File: config.mk
export PLATFORM = sky130hd
export DESIGN_NAME = tracked_device_table_lru
export DESIGN_NICKNAME = d
export VERILOG_FILES = /design/src/rtl/tdt_pkg.sv /design/src/rtl/tdt_ctrl.sv /design/src/rtl/tdt_dp.sv /design/src/rtl/tracked_device_table_lru.sv
export SDC_FILE = /design/constraint.sdc
export NUM_CORES = 2
export LEC_CHECK = 0
export BUFFER_PORTS_ARGS = -buffer_cell sky130_fd_sc_hd__buf_2
export CORE_MARGIN = 2
export CORE_UTILIZATION = 60
export DETAILED_ROUTE_END_ITERATION = 16
export GPL_ROUTABILITY_DRIVEN = 0
export GPL_TIMING_DRIVEN = 0
export PLACE_DENSITY = 0.77
export SYNTH_ARGS = -nofsm -noshare
export SYNTH_HDL_FRONTEND = slang
export SYNTH_SLANG_ARGS = --single-unit
File: constraint.sdc
create_clock -name i_clk -period 22.6 [get_ports i_clk]
set_input_delay 3.39 -clock i_clk [delete_from_list [all_inputs] [get_ports i_clk]]
set_output_delay 3.39 -clock i_clk [all_outputs]
set_load 0.05 [all_outputs]
File: src/rtl/tdt_pkg.sv
package tdt_pkg;

    localparam int TABLE_ENTRIES   = 16;
    localparam int EMA_DENOMINATOR = 4;

    localparam int IDX_W = $clog2(TABLE_ENTRIES);
    localparam int CNT_W = $clog2(TABLE_ENTRIES + 1);
    localparam int EMA_W = $clog2(EMA_DENOMINATOR + 1);

    // fixed field widths
    localparam int ADDR_W    = 48;
    localparam int TIME_W    = 32;
    localparam int SIG_W     = 8;
    localparam int VENDOR_W  = 8;
    localparam int CLASS_W   = 4;
    localparam int VIA_W     = 2;
    localparam int SLOT_W    = 4;
    localparam int COUNT_W   = 5;
    localparam int WEIGHT_W  = 3;
    localparam int CFG_IDX_W = 2;
    localparam int CFG_DAT_W = 32;

    localparam logic [WEIGHT_W-1:0]      WEIGHT_RESET  = 3'd1;
    localparam logic [TIME_W-1:0]        TIMEOUT_RESET = 32'd30000;
    localparam logic signed [SIG_W-1:0]  SIG_FLOOR     = -8'sd127;

    typedef enum logic [CFG_IDX_W-1:0] {
        CFG_EMA_WEIGHT   = 2'd0,
        CFG_IDLE_TIMEOUT = 2'd1
    } t_cfg_idx;

    typedef enum logic {
        OP_RECORD = 1'b0,
        OP_TICK   = 1'b1
    } t_op;

    typedef enum logic [2:0] {
        S_IDLE,
        S_SCAN,
        S_WRITE,
        S_BEST,
        S_OUT
    } t_state;

    typedef struct packed {
        logic load_req;
        logic scan_init;
        logic scan_step;
        logic write_rec;
        logic best_init;
        logic best_step;
    } t_cmd;

    typedef struct packed {
        logic idx_last;
    } t_sts;

endpackage

File: src/rtl/tdt_ctrl.sv
module tdt_ctrl (
    input  logic          i_clk,
    input  logic          i_rst_n,
    input  logic          i_in_valid,
    input  logic          i_out_stall,
    input  tdt_pkg::t_sts i_sts,
    output tdt_pkg::t_cmd o_cmd,
    output logic          o_in_stall,
    output logic          o_out_valid
);
    import tdt_pkg::*;

    t_state r_state;
    t_state n_state;

    always_ff @(posedge i_clk) begin
        if (!i_rst_n) begin
            r_state <= S_IDLE;
        end else begin
            r_state <= n_state;
        end
    end

    always_comb begin
        n_state     = r_state;
        o_cmd       = '0;
        o_in_stall  = 1'b1;
        o_out_valid = 1'b0;
        unique case (r_state)
            S_IDLE: begin
                o_in_stall = 1'b0;
                if (i_in_valid) begin
                    o_cmd.load_req  = 1'b1;
                    o_cmd.scan_init = 1'b1;
                    n_state         = S_SCAN;
                end
            end
            S_SCAN: begin
                // match, free slot, oldest entry, or expiry
                o_cmd.scan_step = 1'b1;
                if (i_sts.idx_last) begin
                    n_state = S_WRITE;
                end
            end
            S_WRITE: begin
                o_cmd.write_rec = 1'b1;
                o_cmd.best_init = 1'b1;
                n_state         = S_BEST;
            end
            S_BEST: begin
                o_cmd.best_step = 1'b1;
                if (i_sts.idx_last) begin
                    n_state = S_OUT;
                end
            end
            S_OUT: begin
                o_out_valid = 1'b1;
                if (!i_out_stall) begin
                    n_state = S_IDLE;
                end
            end
            default: begin
                n_state = S_IDLE;
            end
        endcase
    end

endmodule

File: src/rtl/tdt_dp.sv
module tdt_dp (
    input  logic                                 i_clk,
    input  logic                                 i_rst_n,
    input  tdt_pkg::t_cmd                        i_cmd,
    output tdt_pkg::t_sts                        o_sts,
    input  logic                                 i_cfg_valid,
    input  logic [tdt_pkg::CFG_IDX_W-1:0]        i_cfg_index,
    input  logic [tdt_pkg::CFG_DAT_W-1:0]        i_cfg_data,
    input  logic                                 i_operation,
    input  logic [tdt_pkg::TIME_W-1:0]           i_now_ms,
    input  logic [tdt_pkg::ADDR_W-1:0]           i_station_addr,
    input  logic signed [tdt_pkg::SIG_W-1:0]     i_signal_dbm,
    input  logic [tdt_pkg::VENDOR_W-1:0]         i_vendor_id,
    input  logic [tdt_pkg::CLASS_W-1:0]          i_gear_class,
    input  logic [tdt_pkg::VIA_W-1:0]            i_seen_via,
    output logic [tdt_pkg::SLOT_W-1:0]           o_slot_used,
    output logic                                 o_matched_existing,
    output logic                                 o_evicted,
    output logic [tdt_pkg::COUNT_W-1:0]          o_expired_count,
    output logic [tdt_pkg::COUNT_W-1:0]          o_active_count,
    output logic                                 o_best_valid,
    output logic [tdt_pkg::SLOT_W-1:0]           o_best_slot,
    output logic signed [tdt_pkg::SIG_W-1:0]     o_best_signal,
    output logic [tdt_pkg::ADDR_W-1:0]           o_best_addr,
    output logic [tdt_pkg::VENDOR_W-1:0]         o_best_vendor,
    output logic [tdt_pkg::CLASS_W-1:0]          o_best_class,
    output logic [tdt_pkg::TIME_W-1:0]           o_last_hit_ms
);
    import tdt_pkg::*;

    localparam int SUM_W = SIG_W + EMA_W + 2;
    localparam logic signed [SUM_W-1:0] EMA_DEN_S = SUM_W'(EMA_DENOMINATOR);

    // configuration
    logic [WEIGHT_W-1:0] r_weight;
    logic [TIME_W-1:0]   r_timeout;

    // table
    logic                     r_valid [TABLE_ENTRIES];
    logic [ADDR_W-1:0]        r_addr  [TABLE_ENTRIES];
    logic signed [SIG_W-1:0]  r_sig   [TABLE_ENTRIES];
    logic [TIME_W-1:0]        r_first [TABLE_ENTRIES];
    logic [TIME_W-1:0]        r_last  [TABLE_ENTRIES];
    logic [VENDOR_W-1:0]      r_vendor[TABLE_ENTRIES];
    logic [CLASS_W-1:0]       r_class [TABLE_ENTRIES];
    logic [VIA_W-1:0]         r_via   [TABLE_ENTRIES];
    logic [TIME_W-1:0]        r_last_hit;

    // held request
    logic                     r_tick;
    logic [TIME_W-1:0]        r_now;
    logic [ADDR_W-1:0]        r_req_addr;
    logic signed [SIG_W-1:0]  r_req_sig;
    logic [VENDOR_W-1:0]      r_req_vendor;
    logic [CLASS_W-1:0]       r_req_class;
    logic [VIA_W-1:0]         r_req_via;

    // scan state
    logic [IDX_W-1:0]         r_idx;
    logic                     r_found;
    logic [IDX_W-1:0]         r_mslot;
    logic signed [SIG_W-1:0]  r_old_sig;
    logic                     r_free_found;
    logic [IDX_W-1:0]         r_fslot;
    logic [TIME_W-1:0]        r_oldest;
    logic [IDX_W-1:0]         r_oslot;
    logic [CNT_W-1:0]         r_expired;

    // result
    logic [IDX_W-1:0]         r_slot;
    logic                     r_matched;
    logic                     r_evicted;
    logic [CNT_W-1:0]         r_active;
    logic                     r_best_valid;
    logic [IDX_W-1:0]         r_best_slot;
    logic signed [SIG_W-1:0]  r_best_sig;
    logic [ADDR_W-1:0]        r_best_addr;
    logic [VENDOR_W-1:0]      r_best_vendor;
    logic [CLASS_W-1:0]       r_best_class;

    // entry under the scan pointer
    logic                     e_valid;
    logic [ADDR_W-1:0]        e_addr;
    logic signed [SIG_W-1:0]  e_sig;
    logic [TIME_W-1:0]        e_last;
    logic [VENDOR_W-1:0]      e_vendor;
    logic [CLASS_W-1:0]       e_class;
    logic                     expire_hit;

    logic [IDX_W-1:0]         new_slot;
    logic [IDX_W-1:0]         wr_slot;
    logic                     rec_write;

    logic signed [EMA_W:0]    w_new;
    logic signed [EMA_W:0]    w_old;
    logic signed [SUM_W-1:0]  ema_sum;
    logic signed [SUM_W-1:0]  ema_quo;
    logic signed [SIG_W-1:0]  ema_sig;

    assign e_valid  = r_valid[r_idx];
    assign e_addr   = r_addr[r_idx];
    assign e_sig    = r_sig[r_idx];
    assign e_last   = r_last[r_idx];
    assign e_vendor = r_vendor[r_idx];
    assign e_class  = r_class[r_idx];

    assign expire_hit = e_valid && ((r_now - e_last) > r_timeout);

    assign o_sts.idx_last = (r_idx == IDX_W'(TABLE_ENTRIES - 1));

    assign new_slot  = r_free_found ? r_fslot : r_oslot;
    assign wr_slot   = r_found ? r_mslot : new_slot;
    assign rec_write = i_cmd.write_rec && !r_tick;

    // clamp weight to the denominator, truncate toward zero
    always_comb begin
        if (int'(r_weight) > EMA_DENOMINATOR) begin
            w_new = (EMA_W + 1)'(EMA_DENOMINATOR);
        end else begin
            w_new = (EMA_W + 1)'(r_weight);
        end
        w_old   = (EMA_W + 1)'(EMA_DENOMINATOR) - w_new;
        ema_sum = SUM_W'(r_req_sig) * SUM_W'(w_new) + SUM_W'(r_old_sig) * SUM_W'(w_old);
        ema_quo = ema_sum / EMA_DEN_S;
        ema_sig = ema_quo[SIG_W-1:0];
    end

    always_ff @(posedge i_clk) begin
        if (!i_rst_n) begin
            r_weight  <= WEIGHT_RESET;
            r_timeout <= TIMEOUT_RESET;
        end else if (i_cfg_valid) begin
            if (i_cfg_index == CFG_EMA_WEIGHT) begin
                r_weight <= i_cfg_data[WEIGHT_W-1:0];
            end else if (i_cfg_index == CFG_IDLE_TIMEOUT) begin
                r_timeout <= i_cfg_data[TIME_W-1:0];
            end
        end
    end

    always_ff @(posedge i_clk) begin
        if (!i_rst_n) begin
            for (int i = 0; i < TABLE_ENTRIES; i++) begin
                r_valid[i] <= 1'b0;
            end
            r_last_hit <= '0;
            r_idx      <= '0;
        end else begin
            if (i_cmd.scan_step && r_tick && expire_hit) begin
                r_valid[r_idx] <= 1'b0;
            end else if (rec_write) begin
                r_valid[wr_slot] <= 1'b1;
            end
            if (rec_write) begin
                r_last_hit <= r_now;
            end
            if (i_cmd.scan_init || i_cmd.best_init) begin
                r_idx <= '0;
            end else if (i_cmd.scan_step || i_cmd.best_step) begin
                r_idx <= r_idx + 1'b1;
            end
        end
    end

    always_ff @(posedge i_clk) begin
        if (rec_write) begin
            if (r_found) begin
                r_sig[wr_slot]  <= ema_sig;
                r_last[wr_slot] <= r_now;
            end else begin
                r_addr[wr_slot]   <= r_req_addr;
                r_sig[wr_slot]    <= r_req_sig;
                r_first[wr_slot]  <= r_now;
                r_last[wr_slot]   <= r_now;
                r_vendor[wr_slot] <= r_req_vendor;
                r_class[wr_slot]  <= r_req_class;
                r_via[wr_slot]    <= r_req_via;
            end
        end
    end

    always_ff @(posedge i_clk) begin
        if (i_cmd.load_req) begin
            r_tick       <= (i_operation == OP_TICK);
            r_now        <= i_now_ms;
            r_req_addr   <= i_station_addr;
            r_req_sig    <= i_signal_dbm;
            r_req_vendor <= i_vendor_id;
            r_req_class  <= i_gear_class;
            r_req_via    <= i_seen_via;
            r_slot       <= '0;
            r_matched    <= 1'b0;
            r_evicted    <= 1'b0;
            r_expired    <= '0;
        end
        if (i_cmd.scan_init) begin
            r_found      <= 1'b0;
            r_free_found <= 1'b0;
            r_mslot      <= '0;
            r_fslot      <= '0;
            r_oslot      <= '0;
        end
        if (i_cmd.scan_step) begin
            if (r_tick) begin
                if (expire_hit) begin
                    r_expired <= r_expired + 1'b1;
                end
            end else begin
                if (!r_found && e_valid && (e_addr == r_req_addr)) begin
                    r_found   <= 1'b1;
                    r_mslot   <= r_idx;
                    r_old_sig <= e_sig;
                end
                if (!r_free_found && !e_valid) begin
                    r_free_found <= 1'b1;
                    r_fslot      <= r_idx;
                end
                // raw compare, lowest slot wins ties
                if ((r_idx == '0) || (e_last < r_oldest)) begin
                    r_oldest <= e_last;
                    r_oslot  <= r_idx;
                end
            end
        end
        if (rec_write) begin
            r_slot    <= wr_slot;
            r_matched <= r_found;
            r_evicted <= !r_found && !r_free_found;
        end
        if (i_cmd.best_init) begin
            r_active      <= '0;
            r_best_valid  <= 1'b0;
            r_best_sig    <= SIG_FLOOR;
            r_best_slot   <= '0;
            r_best_addr   <= '0;
            r_best_vendor <= '0;
            r_best_class  <= '0;
        end
        if (i_cmd.best_step && e_valid) begin
            r_active <= r_active + 1'b1;
            if (e_sig > r_best_sig) begin
                r_best_valid  <= 1'b1;
                r_best_sig    <= e_sig;
                r_best_slot   <= r_idx;
                r_best_addr   <= e_addr;
                r_best_vendor <= e_vendor;
                r_best_class  <= e_class;
            end
        end
    end

    assign o_slot_used        = SLOT_W'(r_slot);
    assign o_matched_existing = r_matched;
    assign o_evicted          = r_evicted;
    assign o_expired_count    = COUNT_W'(r_expired);
    assign o_active_count     = COUNT_W'(r_active);
    assign o_best_valid       = r_best_valid;
    assign o_best_slot        = SLOT_W'(r_best_slot);
    assign o_best_signal      = r_best_sig;
    assign o_best_addr        = r_best_addr;
    assign o_best_vendor      = r_best_vendor;
    assign o_best_class       = r_best_class;
    assign o_last_hit_ms      = r_last_hit;

endmodule

File: src/rtl/tracked_device_table_lru.sv
// Table of sighted transmitters keyed by 48-bit address, with least-recently-seen
// eviction and idle expiry. A record request updates the matching entry (smoothed
// strength, new last-seen time) or fills the lowest free slot, evicting the entry
// with the smallest raw last-seen time when the table is full; a tick request
// clears entries whose wrapping age exceeds idle_timeout_ms. Each request yields
// one result with the active count and the strongest entry. The table is read
// through a single entry port that a sequencer sweeps twice per request (once to
// match, find space or expire, once to count and pick the strongest), so the result
// is offered once both sweeps are done. The next request is taken the cycle after
// the result has been delivered, so no new request is accepted while one is in
// progress, and any output stall delays the next one further.
// Configuration is always ready and must be written while idle.
module tracked_device_table_lru (
    input  logic                                 i_clk,
    input  logic                                 i_rst_n,
    input  logic                                 i_cfg_valid,
    output logic                                 o_cfg_ready,
    input  logic [tdt_pkg::CFG_IDX_W-1:0]        i_cfg_index,
    input  logic [tdt_pkg::CFG_DAT_W-1:0]        i_cfg_data,
    input  logic                                 i_in_valid,
    output logic                                 o_in_stall,
    input  logic                                 i_operation,
    input  logic [tdt_pkg::TIME_W-1:0]           i_now_ms,
    input  logic [tdt_pkg::ADDR_W-1:0]           i_station_addr,
    input  logic signed [tdt_pkg::SIG_W-1:0]     i_signal_dbm,
    input  logic [tdt_pkg::VENDOR_W-1:0]         i_vendor_id,
    input  logic [tdt_pkg::CLASS_W-1:0]          i_gear_class,
    input  logic [tdt_pkg::VIA_W-1:0]            i_seen_via,
    output logic                                 o_out_valid,
    input  logic                                 i_out_stall,
    output logic [tdt_pkg::SLOT_W-1:0]           o_slot_used,
    output logic                                 o_matched_existing,
    output logic                                 o_evicted,
    output logic [tdt_pkg::COUNT_W-1:0]          o_expired_count,
    output logic [tdt_pkg::COUNT_W-1:0]          o_active_count,
    output logic                                 o_best_valid,
    output logic [tdt_pkg::SLOT_W-1:0]           o_best_slot,
    output logic signed [tdt_pkg::SIG_W-1:0]     o_best_signal,
    output logic [tdt_pkg::ADDR_W-1:0]           o_best_addr,
    output logic [tdt_pkg::VENDOR_W-1:0]         o_best_vendor,
    output logic [tdt_pkg::CLASS_W-1:0]          o_best_class,
    output logic [tdt_pkg::TIME_W-1:0]           o_last_hit_ms
);
    import tdt_pkg::*;

    t_cmd cmd;
    t_sts sts;

    assign o_cfg_ready = 1'b1;

    tdt_ctrl u_ctrl (
        .i_clk       (i_clk),
        .i_rst_n     (i_rst_n),
        .i_in_valid  (i_in_valid),
        .i_out_stall (i_out_stall),
        .i_sts       (sts),
        .o_cmd       (cmd),
        .o_in_stall  (o_in_stall),
        .o_out_valid (o_out_valid)
    );

    tdt_dp u_dp (
        .i_clk              (i_clk),
        .i_rst_n            (i_rst_n),
        .i_cmd              (cmd),
        .o_sts              (sts),
        .i_cfg_valid        (i_cfg_valid),
        .i_cfg_index        (i_cfg_index),
        .i_cfg_data         (i_cfg_data),
        .i_operation        (i_operation),
        .i_now_ms           (i_now_ms),
        .i_station_addr     (i_station_addr),
        .i_signal_dbm       (i_signal_dbm),
        .i_vendor_id        (i_vendor_id),
        .i_gear_class       (i_gear_class),
        .i_seen_via         (i_seen_via),
        .o_slot_used        (o_slot_used),
        .o_matched_existing (o_matched_existing),
        .o_evicted          (o_evicted),
        .o_expired_count    (o_expired_count),
        .o_active_count     (o_active_count),
        .o_best_valid       (o_best_valid),
        .o_best_slot        (o_best_slot),
        .o_best_signal      (o_best_signal),
        .o_best_addr        (o_best_addr),
        .o_best_vendor      (o_best_vendor),
        .o_best_class       (o_best_class),
        .o_last_hit_ms      (o_last_hit_ms)
    );

endmodule
==> results.py <==
metrics = {
    "critical_path": {
        "slowest_delay_ns": 1.15,
        "crit_end": "u_dp.r_valid[13]$_DFF_P_",
        "critical_path_arrival_ns": 13.67,
        "cp-end-kind": "flip-flop",
        "crit_fanout": 10,
        "reg2reg_slack_ns": 9.64,
        "cpMaxStageDelayCell": "nor4bb_1",
        "cpMostUsedCell": "clkbuf_1",
        "worstSetupStartpointType": "flip-flop",
        "criticalPathCategory": "reg -> reg",
        "cp_data_required_time_ns": 23.32,
        "ff2ff_path_depth": 33,
        "r2r-end": "u_dp.r_valid[13]$_DFF_P_",
    },
    "layout": {
        "seq_area_sq_um": 56300,
        "multi_input_area_sq_um": 20700,
        "filler_cell_count": 7958,
        "syn2layout_area_growth_pct": 14.7,
        "final_nets": 5162,
        "layout-drive-gt1-share_pct": 25.7,
    },
    "sta": {
        "worstMarginPinSlew_ns": 1.36,
        "post-route-period-util_pct": 57.3,
        "slew_violations": 0,
        "tns_ns": 0,
        "whs_ns": 0.461,
        "fin_crit_ns": 12.96,
        "grt_setup_unrepaired": "no",
        "final-hold-violation-count": 0,
        "relSlewSlack_pct": 8.27,
        "max_freq_mhz": 77.2,
        "setup_viol": 0,
        "skew_ns": 0.0323,
    },
    "clock_tree": {
        "ctsHoldBuffers": 0,
        "cts_buffers": 185,
        "clockBufferDepth": 3,
        "clkLatencyLatePin_ns": 0.83,
        "cts_tree": "done",
        "path_clk_slew_ns": 0.06,
        "postCtsSetupBuffers": 0,
        "cts-root-buf": "clkbuf_16",
        "htreeDepth": 4,
        "cts.sinks": 1938,
        "cts_resized": 0,
    },
    "global_route": {
        "grt_pass1_wl_mm": 306,
        "antenna_found_initial": 8,
        "grt_max_degree": 65,
        "grt_pass1_vias": 44040,
        "globalRouteTotalUtil_pct": 32.0,
        "overflow": 0,
    },
    "route": {
        "wl_mm": 213,
        "wl_per_cell_um": 31.6,
        "remaining_drc_errors": 0,
        "ant_nets": 0,
        "dr.pass1.iters": 6,
        "drt_iter0_drc": 6640,
        "vias": 44073,
        "viasPerCell": 6.54,
    },
    "synthesis": {
        "synth_adder_area_share_pct": 3.42,
        "ys_types": 77,
        "synth-xor-area-share_pct": 1.06,
        "synth_compound_area_share_pct": 3.41,
        "synth_top_cell_area_share_pct": 66.9,
        "synth-simple-area-share_pct": 3.72,
        "synth_edf_count": 1752,
        "avgSynthCellArea_sq_um": 18.6,
        "synthMuxAreaShare_pct": 14.4,
        "yosysWarningCount": 0,
        "synth_cells": 4220,
        "synth_top_family_by_area": "multiplexers",
        "synth_seq_cells": 1938,
        "synth_area_leaders": "edfxtp_1, mux4_2, dfxtp_1",
        "synth_commonest_cells": "edfxtp_1, mux4_2, inv_1, nand2_1, dfxtp_1",
        "yosysMostFrequentCell": "edfxtp_1",
        "ys_seq_area_share_pct": 71.7,
        "synth_area_sq_um": 78600,
        "synth_flop_cell": "edfxtp_1",
        "yosys.area.top_type": "edfxtp_1",
        "async_flop_share_pct": 0,
    },
    "pwr": {
        "p_leak_uw": 0.0305,
        "cellPowerDensity_nw_per_um2": 86.2,
        "ir_drop_uv": 78.6,
    },
    "floorplanning": {
        "dieWidth_um": 366,
        "io-pin-count": 266,
        "start_util_pct": 60.6,
        "coreArea_sq_um": 130000,
        "die_area_sq_um": 134000,
        "die_h_um": 366,
        "rows": 132,
    },
    "place": {
        "port_buffers": 262,
        "dp_hpwl_mm": 140,
    },
    "hold_path": {
        "hold_class": "reg -> reg",
        "holdCritStartpoint": "u_dp.o_last_hit_ms[11]$_SDFFE_PN0P_",
    },
    "flow_run": {
        "maxCapViolations": 0,
    },
    "status": {
        "status": "completed",
    },
}
stage by stage:
| stage | util, % | worst slack [ns] | total power, uW | instance area [sq um] | cells |
|---|---|---|---|---|---|
| detailed placement | 65.0 | 9.91 | 4850 | 84300 | 6387 |
| CTS | 69.4 | 9.84 | 7780 | 90200 | 6736 |
| finish | 69.5 | 9.64 | 7770 | 90200 | 6740 |
| global route | 69.4 | 9.33 | 7970 | 90200 | 6736 |
| floorplan | - | 14.54 | 4600 | 78600 | 4227 |
| global placement | 63.3 | 9.29 | 4800 | 82100 | 6231 |
worst min path at each step:
stage,to,slack (ns),cells after the start
CTS,u_dp.o_last_hit_ms[8]$_SDFFE_PN0P_,0.46,2
detailed placement,u_dp.o_last_hit_ms[8]$_SDFFE_PN0P_,0.45,2
floorplan,u_dp.r_weight[0]$_SDFFE_PN1P_,0.43,2
global route,u_dp.o_last_hit_ms[29]$_SDFFE_PN0P_,0.49,2
finish,u_dp.o_last_hit_ms[11]$_SDFFE_PN0P_,0.46,2
global placement,u_dp.r_mslot[2]$_DFF_P_,0.44,2
layout make-up:
type	count	share of cell area, %
Antenna cell	4	0.0111
Buffer	189	1.00
Clock buffer	275	5.84
Clock inverter	74	0.609
Inverter	250	1.05
Multi-Input combinational cell	1850	22.9
Sequential cell	1938	62.5
Tap cell	1742	2.42
Timing Repair Buffer	418	3.67
registers in the layout, indices dropped and copies added (netlist names), 5 cells and up, named ones only:
register	count
u_dp.r_timeout	32
u_dp.r_sig	128
u_dp.r_req_sig	8
u_dp.o_best_addr	48
u_dp.r_now	32
u_dp.r_addr	768
u_dp.r_valid	16
u_dp.o_last_hit_ms	32
u_dp.r_req_vendor	8
u_dp.r_class	64
u_dp.r_req_addr	48
u_dp.o_active_count	5
u_dp.r_last	512
u_dp.r_oldest	32
u_dp.r_vendor	128
u_dp.r_old_sig	8
u_dp.o_expired_count	5
u_dp.o_best_vendor	8
u_dp.o_best_signal	8
worst max-delay path, delay by kind of cell, from the launching register on:
kind | cells | cell delay (ns)
buf+inv | 10 | 6.25
compound gates | 10 | 2.53
simple gates | 9 | 2.23
fa+ha+maj | 2 | 0.57
mux | 1 | 0.52
flops | 1 | 0.44
xor+xnor | 1 | 0.23
kinds of logic after synthesis:
family | Yosys count
adder cells (fa/ha/maj) | 188
buffers and inverters | 439
multiplexers | 531
AND/OR/NAND/NOR | 617
XOR/XNOR | 95
other | 2
AO/OA/AOI/OAI | 410
flip-flops | 1938
power breakdown:
group / switching (uW) / internal [uW] / leakage (uW) / total, uW
registers: 59.9 / 4070 / 0.0173 / 4130
logic: 404 / 247 / 0.0103 / 652
clock network: 1350 / 1640 / 0.00284 / 2990
placed cells by master (no fill, tap or decap), types with 9 or more instances in the layout:
cell type / instances
fa_1: 45
mux2_2: 9
nor2b_1: 18
xor2_1: 48
buf_8: 11
buf_2: 309
a21oi_1: 58
nor2_1: 84
nand2_1: 239
xnor2_1: 47
mux2i_1: 45
buf_4: 18
a21boi_0: 59
nor3_2: 15
clkinv_2: 32
o211ai_1: 14
clkbuf_16: 190
clkbuf_8: 19
buf_12: 24
nor3_1: 10
dfxtp_1: 186
and3_1: 11
clkinv_1: 22
inv_1: 249
nor2_4: 17
nand4_1: 27
conb_1: 9
nand3_1: 100
buf_1: 33
clkbuf_1: 155
o21a_1: 21
mux4_2: 477
edfxtp_1: 1752
and2_1: 51
buf_6: 119
o21ai_0: 126
ha_1: 143
a21o_1: 46
routing by layer:
layer / global-route usage [%] / up-vias / routed length, um
li1: - / 17892 / -
met1: 42.0 / 22522 / 75700
met2: 52.1 / 3075 / 105000
met3: 6.84 / 564 / 22400
met4: 14.4 / 20 / 10400
met5: 0 / - / 149
Note: power is estimated with default switching activity, not from simulation.
